File: src/design/khdc_pkg.sv
// Shared types and constants of the k-mer index and diagonal hit counter.
`timescale 1ns / 1ps

package khdc_pkg;

   // Request command codes (req_tuser[1:0])
   localparam logic [1:0] CMD_REF   = 2'd0;
   localparam logic [1:0] CMD_READ  = 2'd1;
   localparam logic [1:0] CMD_COUNT = 2'd2;
   localparam logic [1:0] CMD_NONE  = 2'd3;

   // Head table entry kinds
   localparam logic [1:0] HEAD_EMPTY  = 2'd0;
   localparam logic [1:0] HEAD_START  = 2'd1;
   localparam logic [1:0] HEAD_REPEAT = 2'd2;

   // Configuration register indexes
   localparam logic [1:0] CSR_WINDOW_START = 2'd0;
   localparam logic [1:0] CSR_WINDOW_END   = 2'd1;
   localparam logic [1:0] CSR_MAX_REPEAT   = 2'd2;

   // Field widths
   localparam int CMD_W   = 2;
   localparam int BASE_W  = 8;
   localparam int POS_W   = 10;
   localparam int COUNT_W = 11;
   localparam int WSTART_W = 10;
   localparam int WEND_W   = 11;
   localparam int REPEAT_W = 7;
   localparam int SEEN_W   = 8;

   localparam logic [COUNT_W-1:0] COUNT_MAX = {COUNT_W{1'b1}};

   localparam logic [WSTART_W-1:0] WINDOW_START_RST = 10'd0;
   localparam logic [WEND_W-1:0]   WINDOW_END_RST   = 11'd1024;
   localparam logic [REPEAT_W-1:0] MAX_REPEAT_RST   = 7'd8;

   // Which memories a clearing sweep covers
   typedef struct packed {
      logic index;   // head table and links
      logic counts;  // hit counters
   } clr_sel_type;

endpackage

File: src/design/khdc_clear.sv
// Clearing sweep address generator: one entry per cycle, starts itself at reset.
`timescale 1ns / 1ps

module khdc_clear #(
   parameter int DEPTH = 65536
) (
   input  logic                      clock,
   input  logic                      reset,
   input  khdc_pkg::clr_sel_type     start,
   output logic                      busy,
   output khdc_pkg::clr_sel_type     sel,
   output logic [$clog2(DEPTH)-1:0]  addr
);

   localparam int AW = $clog2(DEPTH);
   localparam logic [AW-1:0] LAST = AW'(DEPTH - 1);

   logic                  active_ff;
   khdc_pkg::clr_sel_type sel_ff;
   logic [AW-1:0]         addr_ff;

   // sweep runs from address zero to the last entry of the largest memory
   always_ff @(posedge clock) begin
      if (reset) begin
         active_ff <= 1'b1;
         sel_ff    <= '{index: 1'b1, counts: 1'b1};
         addr_ff   <= '0;
      end else if (active_ff) begin
         if (addr_ff == LAST) begin
            active_ff <= 1'b0;
         end else begin
            addr_ff <= addr_ff + AW'(1);
         end
      end else if (start.index || start.counts) begin
         active_ff <= 1'b1;
         sel_ff    <= start;
         addr_ff   <= '0;
      end
   end

   assign busy = active_ff;
   assign sel  = sel_ff;
   assign addr = addr_ff;

endmodule

File: config.mk
export PLATFORM = sky130hd
export DESIGN_NAME = khdc_clear
export DESIGN_NICKNAME = d
export VERILOG_FILES = /design/src/design/khdc_pkg.sv /design/src/design/khdc_clear.sv
export SDC_FILE = /design/constraint.sdc
export NUM_CORES = 1
export LEC_CHECK = 0
export ABC_AREA = 1
export BUFFER_PORTS_ARGS = -buffer_cell sky130_fd_sc_hd__buf_2
export CAP_MARGIN = 20
export CORE_AREA = 2 2 51 53
export CTS_BUF_LIST = sky130_fd_sc_hd__clkbuf_8 sky130_fd_sc_hd__clkbuf_16
export CTS_CLUSTER_DIAMETER = 120
export CTS_CLUSTER_SIZE = 14
export DETAILED_ROUTE_END_ITERATION = 8
export DIE_AREA = 0 0 53 55
export GPL_ROUTABILITY_DRIVEN = 0
export GPL_TIMING_DRIVEN = 0
export PLACE_DENSITY = 0.73
export SYNTH_ARGS = -nofsm -noshare
export SYNTH_HDL_FRONTEND = slang
export SYNTH_SLANG_ARGS = --single-unit
File: constraint.sdc
create_clock -name clock -period 1.3 [get_ports clock]
set_input_delay 0.065 -clock clock [delete_from_list [all_inputs] [get_ports clock]]
set_output_delay 0.065 -clock clock [all_outputs]
set_load 0.02 [all_outputs]
* After elaboration in Yosys (flattened, before gate mapping)
Index checks and enable logic that the tools add are counted.
** Storage, ports and cells
- Output and inout port bits :: 19
- Input port bits :: 4
- Logic and storage cells :: 18
- Register bits :: 19
** Cells by class
- Bitwise logic cells :: 1
- Equality and inequality tests :: 2
- Multiplexer cells :: 6
- Add/sub/neg operators :: 1
- Reductions and logical operators :: 4
** Operator list (count)
- 16-bit 2-to-1 mux :: 3
- 16-bit by 1-bit adder with 16-bit output (second input constant) :: 1
- 16-bit equality test (second input constant) :: 1
- 2-bit AND reduction :: 2
- 1-bit 2-to-1 mux :: 3
- 2-bit inequality test (second input constant) :: 1
- 2-bit nonzero test :: 1
- 1-bit logical OR :: 1
- 1-bit NOT :: 1

* Longest topological paths before layout
- Depth in word-level cells :: 3
- Gate-level depth with buffers :: 9
- Gate-level depth less buffers :: 9

* Worst setup path after synthesis
No wires, ideal clock.
- Kind :: reg-to-reg
- Start :: register addr_ff[1], in the netlist addr[1]
- End :: register addr_ff[3], in the netlist addr[3]
- Setup time :: 0.072 ns
- Setup slack :: -0.308 ns
- Data required time :: 1.228 ns
- Arrival :: 1.536 ns
- Stages on the path, launching flop included :: 9
- Cell sequence :: dfxtp_1 > ha_1 > nand2_2 > nor2_4 > nand2_4 > o21ai_4 > buf_6 > nand3_1 > a21oi_1
** Between the ends
- Longest elaborated chain between the ends :: 3
- Elaborated cells between the ends (all ways) :: 6
- Those cells by class :: add/sub (1); eq/ne (2); mux (2); reduce/logical (1)
** RTL lines
- from (decl) :: line khdc_clear.sv:20 : logic [AW-1:0] addr_ff;
- from (signal assigned) :: line khdc_clear.sv:32 : addr_ff <= addr_ff + AW'(1);
- 16-bit by 1-bit adder with 16-bit output or 16-bit equality test (tied branches) :: line khdc_clear.sv:32, khdc_clear.sv:29
- 16-bit 2-to-1 mux or 2-bit inequality test (tied branches)
- 16-bit 2-to-1 mux or 2-bit AND reduction (tied branches)
Several ways; a longest one is shown, not always the timed one. The select of a mux whose other input is x is not followed.
A chain may end at the register's enable or synchronous reset.

* Worst setup path in the final report
- Start :: register addr_ff[0], in the netlist addr[0]
- End :: register addr_ff[7], in the netlist addr[7]
The elaborated chain is that of the path after synthesis.

==> reports/results.ini <==
[status]
status=complete, but fails checks
violations=setup timing

[floorplanning]
core_area_sq_um=2360
die_x_um=53
rows=18
die_height_um=55
start_util_pct=46.4
pin_count=23
dieArea_sq_um=2920

[placed_design]
portBuffers=21
dpl.hpwl_um=1990
pre_cts_ws_ns=-0.216

[timing]
fin_crit_ns=1.47
tightest_slew_ns=0.535
clock.fmax_mhz=682
grt_setup_unrepaired=true
hold_slack_ns=0.188
maxSlewViolCount=0
setup_ws_ns=-0.165
setup-violations-final=17
fin_crit_sh_pct=113
maxSlewHeadroom_pct=64.4
fin_skew_ns=0.00494
hold_viol_final=0

[clock_network]
clock_sinks=19
cts-root-buf=clkbuf_8
cts_buffers=3
clk_pin_slew_ns=0.07
cts_tree=done
cts_buffer_depth=2
htreeDepth=1
worstSkewPairLatency_ns=0.25

[routing]
drc=0
ant_nets=0
dr.first_iter.drc_count=30
drt_wl_total_um=2760
viasPerCell=5.14
routedWlPerCell_um=12.1
dr.pass1.iters=7
num_vias=1178

[logic_synthesis]
ys_seq_area_share_pct=34.7
synth_fp_nets=173
syn_inst=168
synth_seq_cells=19
yosysWarningCount=0
synthDistinctLibCells=20
syn_area_per_cell_sq_um=6.53
syn_area_sq_um=1100

[critical_path]
worstPathRequired_ns=1.42
worstSetupEndpointType=register
crit_type=register to register
cp_max_fo=6
cp_data_arrival_time_ns=1.58
r2r_cells=9
start_kind=register

[pwr]
ir_drop_mv=0.688
leakage_nw=0.630
p_per_area_nw_per_um2=779

[global_route]
grt_max_degree=11
grt_pass1_wl_um=4460
grt_use_total_pct=20.8
grt_overflow=0
grt_pass1_vias=1015
antenna_found_initial=0

[hold_path]
hp-class=input port to register
min_path_cells=5

[run]
cap_violations=0

[final_layout]
layout_commonest_cell=nand2_1
layout_common_cells=nand2_1, buf_2, nor2_1, nand3_1, inv_1
antennaDiodeCount=0
nets=205
drive_gt1_share_pct=31.2
area_growth_pct=26.3

[power by group]
group / total (mW) / internal (mW) / switching [mW]
Sequential: 0.599 / 0.590 / 0.00942
Combinational: 0.0739 / 0.0305 / 0.0434
Clock: 0.407 / 0.210 / 0.197
[layout make-up]
cell class | instances | area [sq um]
fill | 247 | 978
multi-input combinational | 130 | 673
sequential | 19 | 399
timing repair buffer | 27 | 150
inverter | 15 | 56.3
clock buffer | 3 | 41.3
tap | 30 | 37.5
buffer | 4 | 25.0
clock inverter | 1 | 3.75
[cell usage after synthesis, drive strengths merged]
library cell / n / area [sq um]
ha: 1 / 12.5
inv: 15 / 56.3
nand2: 54 / 220
nand4: 4 / 25.0
dfxtp: 19 / 380
buf: 3 / 21.3
o211ai: 1 / 7.51
nor2: 26 / 120
clkbuf: 1 / 3.75
xor2: 3 / 26.3
o21bai: 1 / 7.51
a21oi: 9 / 45.0
or2: 4 / 25.0
o21ai: 4 / 31.3
nand3: 23 / 115
[path summary, 6_finish.rpt]
kind                                         endpoint             startpoint  slack [ns]
worst max-delay path             addr[7]$_SDFFE_PP0P_   addr[0]$_SDFFE_PP0P_       -0.17
worst min-delay path              sel[0]$_SDFFE_PP1P_               start[0]        0.19
worst max register to register   addr[7]$_SDFFE_PP0P_   addr[0]$_SDFFE_PP0P_       -0.17
worst min register to register  addr[11]$_SDFFE_PP0P_  addr[11]$_SDFFE_PP0P_        0.48
[per-layer routing]
metal	GRT usage, %	vias to the layer above	part of all wire (%)	routed length, um
li1	-	602	-	-
met1	27.8	537	45	1240
met2	34.4	33	50	1380
met3	2.69	6	4.2	116
met4	8.12	0	0.91	25
met5	0	-	0	0
[state kept, by name, indices dropped and copies added, names as in the netlist]
register,cells
sel,2
addr,16
busy,1
[kinds of logic after synthesis]
logic type | count (synthesis) | synth area share, %
AOI/OAI and AO/OA | 15 | 8.32
and+or+nand+nor | 111 | 46.1
DFF | 19 | 34.7
adders and majority gates | 1 | 1.14
xor gates and xnor gates | 3 | 2.39
buffers and inverters | 19 | 7.41
[through the flow]
step                      instance area (sq um)  TNS (ns)  std cells  power, mW  utilization, %
final                                      1390     -2.44        229       1.08            58.6
after floorplan                            1140     -1.38        168      0.655               -
after global routing                       1390     -3.88        229       1.12            58.6
after CTS                                  1370     -2.94        228       1.09            57.8
after detailed placement                   1280     -2.98        219      0.673            54.1
after global placement                     1280     -2.63        219      0.672            54.1
[critical path, cell delays in order (launching register included)]
cell	delay, ns
dfxtp_4	0.36
ha_4	0.15
nand2_4	0.06
nor2_4	0.14
nand2_4	0.09
o21ai_4	0.18
nand2_4	0.10
buf_4	0.15
nand2_1	0.05
a21oi_1	0.06
[timing repair]
action	in CTS	in global routing
resized for setup	3	5
pin swaps	9	4
hold buffers	0	0
setup endpoints to repair	17	17
setup buffers	5	1
Note: power is estimated with default switching activity, not from simulation.
