$ cat src/design/khdc_ram.sv
// Generic single-write, single-read memory with registered read data.
`timescale 1ns / 1ps

module khdc_ram #(
   parameter int WIDTH = 8,
   parameter int DEPTH = 16
) (
   input  logic                     clock,
   input  logic                     wr_en,
   input  logic [$clog2(DEPTH)-1:0] wr_addr,
   input  logic [WIDTH-1:0]         wr_data,
   input  logic [$clog2(DEPTH)-1:0] rd_addr,
   output logic [WIDTH-1:0]         rd_data
);

   logic [WIDTH-1:0] mem [DEPTH];

   always_ff @(posedge clock) begin
      if (wr_en) begin
         mem[wr_addr] <= wr_data;
      end
      rd_data <= mem[rd_addr];
   end

endmodule

$ cat config.mk
export PLATFORM = sky130hd
export DESIGN_NAME = khdc_ram
export DESIGN_NICKNAME = d
export VERILOG_FILES = /design/src/design/khdc_ram.sv
export SDC_FILE = /design/constraint.sdc
export NUM_CORES = 1
export LEC_CHECK = 0
export BUFFER_PORTS_ARGS = -buffer_cell sky130_fd_sc_hd__buf_2
export CORE_MARGIN = 4
export CORE_UTILIZATION = 56
export DETAILED_ROUTE_END_ITERATION = 16
export GPL_ROUTABILITY_DRIVEN = 1
export PLACE_DENSITY_LB_ADDON = 0.12
export SETUP_SLACK_MARGIN = 0.15
export SYNTH_ARGS = -nofsm -noshare
export SYNTH_HDL_FRONTEND = slang
export SYNTH_SLANG_ARGS = --single-unit
export TNS_END_PERCENT = 10
$ cat constraint.sdc
create_clock -name clock -period 3.2 [get_ports clock]
set_clock_uncertainty 0.1 [all_clocks]
set_input_delay 0.48 -clock clock [delete_from_list [all_inputs] [get_ports clock]]
set_output_delay 0.48 -clock clock [all_outputs]
set_load 0.03 [all_outputs]
# Word-level counts from Yosys, hierarchy flattened
# Memory sizes are Yosys's and may differ from the RTL's. A register that Yosys moved wholly into a read port is not among the register bits.
# Index checks and enable logic that the tools add are counted.
# op_classes
n_mux	2
# ops
cell	count
1-bit two-way mux	2
# word_totals
ff_bits	0
ram_bits	128
input_bits	18
out_inout_bits	8
elab_cells	3
memories	1
# mem_list
name	depth	word_bits	read_ports	rd_ports_with_merged_regs	wr	line_no	text
mem	16	8	1	1	1	16	logic [WIDTH-1:0] mem [DEPTH];

# Logic depth before layout (Yosys ltp)
# Gate-level depths: netlist of the first run.
# logic_depth
depth_word	2
ltp_mapped	5
mapped_depth_nobuf	3

# Worst setup path before layout of the first run
# OpenSTA, ideal clock, no wires.
# synth_timing
kind	in2reg
start	input port wr_addr[2]
end	memory mem[0][0], enable pin
setup_ns	0.383
arrival_time_ns	1.590
required_ns	2.717
path_slack_ns	1.127
stages	2
path_buffers	0
path_cell_list	or3b_2 -> nor3_1
# synth_lines
element	line_no	text
from (decl)	10	input logic [$clog2(DEPTH)-1:0] wr_addr,
to (decl)	16	
# Straight into the memory's write port.

==> results of run 1 <==
worst register-to-register path, delay by kind of cell, from the launching register on:
kind	cells	cell delay, ns
mux	1	0.47
flops	1	0.40
compound gates	1	0.31
simple gates	1	0.09
kinds of logic after synthesis:
logic type / count (synthesis) / share of synthesized area
flops: 136 / 0.778
simple gates: 35 / 0.0318
mux: 32 / 0.150
compound gates: 16 / 0.0233
buf+inv: 10 / 0.0168
power by group through the flow:
stage | logic (mW) | clock network (mW) | registers [mW]
6_report | 0.200 | 1.95 | 2.00
5_1_grt | 0.217 | 2.06 | 2.01
4_1_cts | 0.203 | 1.97 | 2.00
3_5_place_dp | 0.201 | 0 | 2.04
3_3_place_gp | 0.199 | 0 | 2.04
2_1_floorplan | 0.101 | 0 | 2.06
routing by layer:
layer,track usage,routed length (um),up-vias
met5,0,0,-
met4,0.0484,33,0
met3,0.0664,598,2
met2,0.291,4790,89
met1,0.292,4470,1271
li1,-,-,1060
per-stage QoR:
step / cell area [sq um] / worst slack, ns
after CTS: 5980 / 1.36
after global routing: 5980 / 1.27
after floorplan: 5150 / 1.13
after detailed placement: 5380 / 0.852
after global placement: 5380 / 0.840
final: 5980 / 1.36
cell usage after synthesis:
cell	n
mux4_2	18
dfxtp_1	8
nand2_1	9
or3b_2	1
a22oi_1	16
edfxtp_1	128
buf_6	3
and2b_1	1
nand3b_1	2
nor3_1	4
nand3_1	1
buf_2	3
mux4_1	14
nor2b_1	1
buf_4	1
nand2b_1	2
nor2_1	13
and2_1	1
clkdlybuf4s25_2	3
registers in the layout, indices dropped and copies added, names as in the netlist:
| register | flops |
|---|---|
| mem | 128 |
| rd_data | 8 |
cell type report:
| class | instances | area, sq um | area share |
|---|---|---|---|
| multi-input cells | 83 | 1060 | 0.177 |
| clock inverters | 13 | 178 | 0.0297 |
| repair buffers | 33 | 185 | 0.0310 |
| well taps | 108 | 135 | 0.0226 |
| flip-flops and latches | 136 | 4000 | 0.669 |
| clock buffers | 19 | 422 | 0.0705 |
how the worst max path moves through the flow:
stage,depth (start not counted),to,startpoint,slack [ns]
3_5_place_dp,5,rd_data[2]$_DFF_P_,rd_addr[0],0.85
6_report,5,rd_data[4]$_DFF_P_,rd_addr[0],1.36
4_1_cts,5,rd_data[4]$_DFF_P_,rd_addr[0],1.36
5_1_grt,5,rd_data[4]$_DFF_P_,rd_addr[0],1.27
3_3_place_gp,5,rd_data[2]$_DFF_P_,rd_addr[0],0.84
2_1_floorplan,2,mem[0][0]$_DFFE_PP_,wr_addr[2],1.13
==> impl_summary.log, run 1 <==
[metrics] status: finished, final reports clean
[metrics] startpoint of the lowest-slack hold path: wr_data[5]
[metrics] sequential cell fraction of total power: 0.483
[metrics] nets@finish: 289
[metrics] post-synth net total: 247
[metrics] Crit Path Category: in2reg
[metrics] worst hold path cell count: 1
[metrics] Critical Path Source Type: input port
[metrics] # setup viols final: 0
[metrics] remaining global-route overflow: 0
[metrics] top cells by area in the synthesized netlist: edfxtp_1 (75%), mux4_2 (7.9%), mux4_1 (7.1%), dfxtp_1 (3.1%), a22oi_1 (2.3%)
[metrics] Die Y: 104 um
[metrics] average size of a mapped cell: 22.5 sq um
[metrics] share of the synthesized area in the top cell type: 0.747
[metrics] IO Count: 26
[metrics] count of cells along the worst register-to-register path: 3
[metrics] relative slew slack: 0.341
[metrics] library cell used as clock root buffer: clkbuf_8
[metrics] internal power: 3.33 mW
[metrics] utilization after layout: 0.676
[metrics] Top Family by Delay on Critical Path: buffers and inverters
[metrics] wire length of the first global-routing pass: 15300 um
[metrics] fraction of layout instances using a drive strength above 1: 0.285
[metrics] Routed WL: 9890 um
[metrics] actual slew at the worst max-slew pin: 0.985 ns
[metrics] area added between synthesis and finish: 16.2%
[metrics] Filler Cells Inserted: 586
[metrics] cells along the critical path: buf_2, buf_4, mux4_1, a22oi_1, nand2_1
[metrics] proportion of synthesized chip area in sequential cells: 0.778
[metrics] Tot GR Track Use: 0.198
[metrics] final routed wire length divided by cell count: 25.2 um
[metrics] leading cell type in the layout, fill and taps excluded: edfxtp_1
[metrics] antenna-violating nets left: 0
[metrics] global placer's final weighted congestion: 0.700
[metrics] via count of the first global-routing pass: 2456
[metrics] cell accounting for the most synthesized area: edfxtp_1
[metrics] final instance count without filler cells: 392
[metrics] antenna cells: 0
[metrics] insertion delay to the later sink of the worst-skew pair: 0.51 ns
[metrics] via count of the routed design: 2422
[metrics] # Max-Cap Violations: 0
[metrics] maximum count of clock buffers along a single path: 2
[metrics] total CTS buffers: 17
[metrics] Max VDD drop: 0.480 mV
[metrics] net switching fraction of the power: 0.198
[metrics] number of core rows: 34
[metrics] Syn. warnings: 0
[metrics] number of buffers inserted by hold repair at cts: 0
[metrics] half-perimeter wire length of the detailed placement result: 5940 um
[metrics] pwr dens: 694 nW/um^2
[metrics] total of flip-flops plus latches after synthesis: 136
[metrics] maximum number of pins on one net before global-route repair: 33
[metrics] crit path buf inv count: 2
[metrics] clock slew at the register clock pins of the worst setup and hold paths: 0.06 ns
[metrics] Post-Synthesis Cell Area: 5150 sq um
[metrics] max frequency: 0.543 GHz
[metrics] Crit Reg-Reg Startpoint: mem[1][4]$_DFFE_PP_
[metrics] share of total power in combinational logic: 0.048
[metrics] core area: 8850 sq um
[metrics] count of routing violations after the opening detailed-route iteration: 207
[metrics] fraction of the cycle the final worst path needs: 0.575
[metrics] Worst setup EP type: flop
[metrics] number of antenna violations at the first check in global routing: 0
[metrics] Final Critical Period: 1.84 ns
[metrics] Worst Path Required: 3.49 ns
[metrics] post-layout total power: 4.15 mW
[metrics] synthesized instance count: 229
[metrics] total die area: 10800 sq um
[metrics] effective utilization at floorplan: 0.582
[metrics] endpoint arrival time on the critical path: 2.13 ns
[metrics] largest fanout on the critical path: 16
[metrics] post-cts sizing count: 0
[metrics] ratio of routed vias to standard cells: 6.18
[metrics] end of the worst register-to-register path: rd_data[4]$_DFF_P_
[metrics] die width: 104 um
[metrics] hold worst-path end: mem[2][5]$_DFFE_PP_
[metrics] r2r setup slk: 1.70 ns
[metrics] Final TNS setup: 0 ns
[metrics] number of buffers inserted by post-CTS setup repair: 0
[metrics] Critical Path Max Stage Delay: 0.62 ns
[metrics] slowest stage cell, crit path: mux4_1
[metrics] maximum level of the CTS H-tree: 4
[metrics] hold_ws: 0.256 ns
[metrics] DRT Pass-1 Iters: 5
[metrics] class of the tightest hold or removal check: in2reg
[metrics] Cell variety after synth: 19
[metrics] cell total after placement: 360
[metrics] Final Hold Vio Count: 0
[metrics] count of pins over their slew limit: 0
[metrics] CTS tree: built
[metrics] clock group share of total power: 0.469
[metrics] highest-count cells in the layout ignoring fill and taps: edfxtp_1 (128), buf_2 (25), mux4_2 (18)
[metrics] PortBufs: 25
[metrics] clock tree sinks: 136
[metrics] static leakage power: 2.03 nW
[metrics] number of design rule violations left after detail routing: 0
[metrics] Net Sw Power: 0.823 mW
[metrics] setup repair after global routing missed its margin: false
Note: power is estimated with default switching activity, not from simulation.
==> inputs of run 2 (changes only) <==
Settings changed: ABC_AREA set to 1.
Clock period 3.2 ns to 1.9 ns, I/O delays scaled along.
==> run 2 against run 1 <==
Global-route usage is 3.1 points higher; combinational power is 120% higher; sequential power is 69% higher; largest power group is now the clock network; highest routed layer unchanged.
==> impl_summary.log, run 2 <==
[metrics] worst setup margin: 0.413 ns (-0.945 ns)
[metrics] Top reg by flops: mem
[metrics] class of the tightest hold or removal check: in2reg
[metrics] highest-count cells in the layout ignoring fill and taps: nand2_1 (173), edfxtp_1 (128), inv_1 (100)
[metrics] total die area: 12000 sq um (+11%)
[metrics] static leakage power: 2.96 nW (+46%)
[metrics] worst slack after detailed placement: 0.322 ns (-0.530 ns)
[metrics] wire length of the first global-routing pass: 19800 um (+29%)
[metrics] number of core rows: 36 (+5.9%)
[metrics] global placer's final weighted congestion: 0.840 (+20%)
[metrics] area added between synthesis and finish: 17.0%
[metrics] cells along the critical path: buf_2
[metrics] flip-flop count of the largest register after layout: 128 (unchanged)
[metrics] fraction of the cycle the final worst path needs: 0.782
[metrics] Critical Path Source Type: flop
[metrics] pwr dens: 1090 nW/um^2 (+57%)
[metrics] actual slew at the worst max-slew pin: 0.519 ns (-0.466 ns)
[metrics] via count of the first global-routing pass: 3626 (+48%)
[metrics] Routed WL: 12700 um (+28%)
[metrics] Worst Path Required: 1.51 ns (-1.98 ns)
[metrics] library cell used as clock root buffer: clkbuf_8
[metrics] synthesized instance count: 551 (+140%)
[metrics] maximum count of clock buffers along a single path: 2 (unchanged)
[metrics] antenna-violating nets left: 0 (unchanged)
[metrics] Crit Reg-Reg Startpoint: mem[11][5]$_DFFE_PP_
[metrics] total CTS buffers: 17 (unchanged)
[metrics] average size of a mapped cell: 10.5 sq um (-53%)
[metrics] count of pins over their slew limit: 0 (unchanged)
[metrics] maximum level of the CTS H-tree: 4 (unchanged)
[metrics] proportion of synthesized chip area in sequential cells: 0.694 (-0.0835)
[metrics] Syn. warnings: 0 (unchanged)
[metrics] crit path buf inv count: 1 (-1)
[metrics] remaining global-route overflow: 0 (unchanged)
[metrics] # Max-Cap Violations: 0 (unchanged)
[metrics] relative slew slack: 0.653 (+0.313)
[metrics] number of enable flip-flop cells after synthesis: 128 (unchanged)
[metrics] final routed wire length divided by cell count: 17.1 um (-32%)
[metrics] count of cells along the worst register-to-register path: 6 (+3)
[metrics] Post-Synthesis Cell Area: 5770 sq um (+12%)
[metrics] CTS tree: built
[metrics] basic-gate share of the synthesized area counting and, or, nand and nor cells: 0.210 (+0.179)
[metrics] number of design rule violations left after detail routing: 0 (unchanged)
[metrics] Critical Path Max Stage Delay: 0.36 ns (-0.26 ns)
[metrics] nets@finish: 615 (+110%)
[metrics] max frequency: 0.673 GHz
[metrics] top cells by area in the synthesized netlist: edfxtp_1 (67%), nand2_1 (11%), nand3_1 (8.4%), inv_1 (6.5%), dfxtp_1 (2.8%)
[metrics] ratio of routed vias to standard cells: 5.16 (-16%)
[metrics] endpoint arrival time on the critical path: 1.10 ns (-1.03 ns)
[metrics] via count of the routed design: 3836 (+58%)
[metrics] Final Hold Vio Count: 0 (unchanged)
[metrics] maximum number of pins on one net before global-route repair: 39 (+18%)
[metrics] post-synth net total: 569 (+130%)
[metrics] core area: 9910 sq um (+12%)
[metrics] largest fanout on the critical path: 1 (-15)
[metrics] post-cts sizing count: 0 (unchanged)
[metrics] multiplexer area fraction after synthesis: 0 (-0.150)
[metrics] critical path startpoint: rd_data[4]$_DFF_P_
[metrics] registers with the most flip-flops: mem: 128 flops, rd_data: 8 flops
[metrics] slowest stage cell, crit path: dfxtp_1
[metrics] number of buffers inserted by hold repair at cts: 1 (+1)
[metrics] largest family of logic cells by synthesized area: simple AND/OR/NAND/NOR gates
[metrics] share of the synthesized area in compound gates (AO/OA/AOI/OAI): 0 (-0.0233)
[metrics] prevailing post-synth register cell: edfxtp_1
[metrics] cell accounting for the most synthesized area: edfxtp_1
[metrics] clock tree sinks: 136 (unchanged)
[metrics] utilization after layout: 0.681 (+0.00503)
[metrics] Post-synth top cells: nand2_1 (173), edfxtp_1 (128), inv_1 (100), nand3_1 (97), nor2_1 (17)
[metrics] Die Y: 109 um (+5.4%)
[metrics] r2r setup slk: 0.72 ns (-0.98 ns)
[metrics] effective utilization at floorplan: 0.582 (about the same)
[metrics] IO Count: 26 (unchanged)
[metrics] status: finished, final reports clean
[metrics] half-perimeter wire length of the detailed placement result: 7990 um (+34%)
[metrics] Cell variety after synth: 12 (-7)
[metrics] logic depth of the worst path, buffers included: 1 (-4)
[metrics] total of flip-flops plus latches after synthesis: 136 (unchanged)
[metrics] library cell with the highest instance count after synthesis: nand2_1
[metrics] setup repair after global routing missed its margin: false
[metrics] Final Critical Period: 1.49 ns
[metrics] leading cell type in the layout, fill and taps excluded: nand2_1
[metrics] Crit Path Category: reg2out
[metrics] Top Family by Delay on Critical Path: flip-flops
[metrics] post-layout total power: 7.35 mW (+77%)
[metrics] hold_ws: 0.0852 ns (-0.171 ns)
[metrics] post-synthesis adder-cell area fraction: 0 (unchanged)
[metrics] count of routing violations after the opening detailed-route iteration: 285 (+38%)
[metrics] xor/xnor share of the synthesized area: 0 (unchanged)
[metrics] end of the worst register-to-register path: rd_data[5]$_DFF_P_
[metrics] Tot GR Track Use: 0.229 (+0.0311)
[metrics] share of flip-flops with an asynchronous set or reset: 0 (unchanged)
[metrics] Final TNS setup: 0 ns (unchanged)
[metrics] number of buffers inserted by post-CTS setup repair: 0 (unchanged)
[metrics] # setup viols final: 0 (unchanged)
[metrics] die width: 109 um (+5.4%)
[metrics] antenna cells: 0 (unchanged)
[metrics] PortBufs: 25 (unchanged)
[metrics] fraction of layout instances using a drive strength above 1: 0.134 (-0.151)
[metrics] Worst setup EP type: primary output
[metrics] clock slew at the register clock pins of the worst setup and hold paths: 0.06 ns (about the same)
[metrics] Max VDD drop: 0.742 mV (+55%)
[metrics] endpoint of the worst setup timing path: rd_data[4]
[metrics] share of the synthesized area in the top cell type: 0.667 (-0.0802)
[metrics] number of antenna violations at the first check in global routing: 0 (unchanged)
[metrics] insertion delay to the later sink of the worst-skew pair: 0.52 ns (about the same)
[metrics] DRT Pass-1 Iters: 5 (unchanged)
[run 2: changes by cell type in the layout (fill, tap and decap cells not counted), moves of 2 or more]
cell / change
buf_4: +16
clkinv_2: -3
inv_2: +2
clkbuf_8: +2
nor3_1: -4
a22oi_1: -16
inv_1: +100
nand2_1: +164
nor2_1: +4
nand3_1: +96
mux4_2: -18
nand2b_1: -2
mux4_1: -14
[run 2: metrics by stage]
step                area [sq um]  cells
floorplan                   5770    551
global placement            6090    710
detailed placement          6090    710
CTS                         6750    743
global route                6750    743
finish                      6750    743
[run 2: area by class of cell]
class	count	area (sq um)
clock buffers	21	449
clock inverters	11	196
fillers	736	3160
inverters	102	383
multi-input cells	289	1210
flip-flops and latches	136	4000
well taps	133	166
repair buffers	51	335
[run 2: where the power goes]
group | switching [mW] | internal, mW | leakage, nW
registers | 0.0229 | 3.35 | 1.22
logic | 0.322 | 0.126 | 1.43
clock network | 1.19 | 2.34 | 0.308
[run 2: kinds of logic (layout without fill, tap and decap cells)]
group,after synthesis,in the layout
AND/OR/NAND/NOR,289,289
flip-flops,136,136
buffers and inverters,126,185
[run 2: worst min-delay path by stage]
stage          depth (start not counted)                  from  slack, ns                    to
6_report                               1            wr_data[2]       0.09   mem[5][2]$_DFFE_PP_
5_1_grt                                1            wr_data[1]       0.08  mem[12][1]$_DFFE_PP_
4_1_cts                                1            wr_data[1]       0.07  mem[13][1]$_DFFE_PP_
3_5_place_dp                           3            rd_addr[3]       0.54    rd_data[4]$_DFF_P_
3_3_place_gp                           6  mem[10][3]$_DFFE_PP_       0.54    rd_data[3]$_DFF_P_
2_1_floorplan                          0            wr_data[0]       0.28   mem[0][0]$_DFFE_PP_
[run 2: layer usage]
layer	vias up	share of wire	GRT usage
met4	0	0.021	0.0873
li1	1865	-	-
met1	1801	0.44	0.326
met2	149	0.46	0.344
met5	-	0	0
met3	21	0.081	0.0564
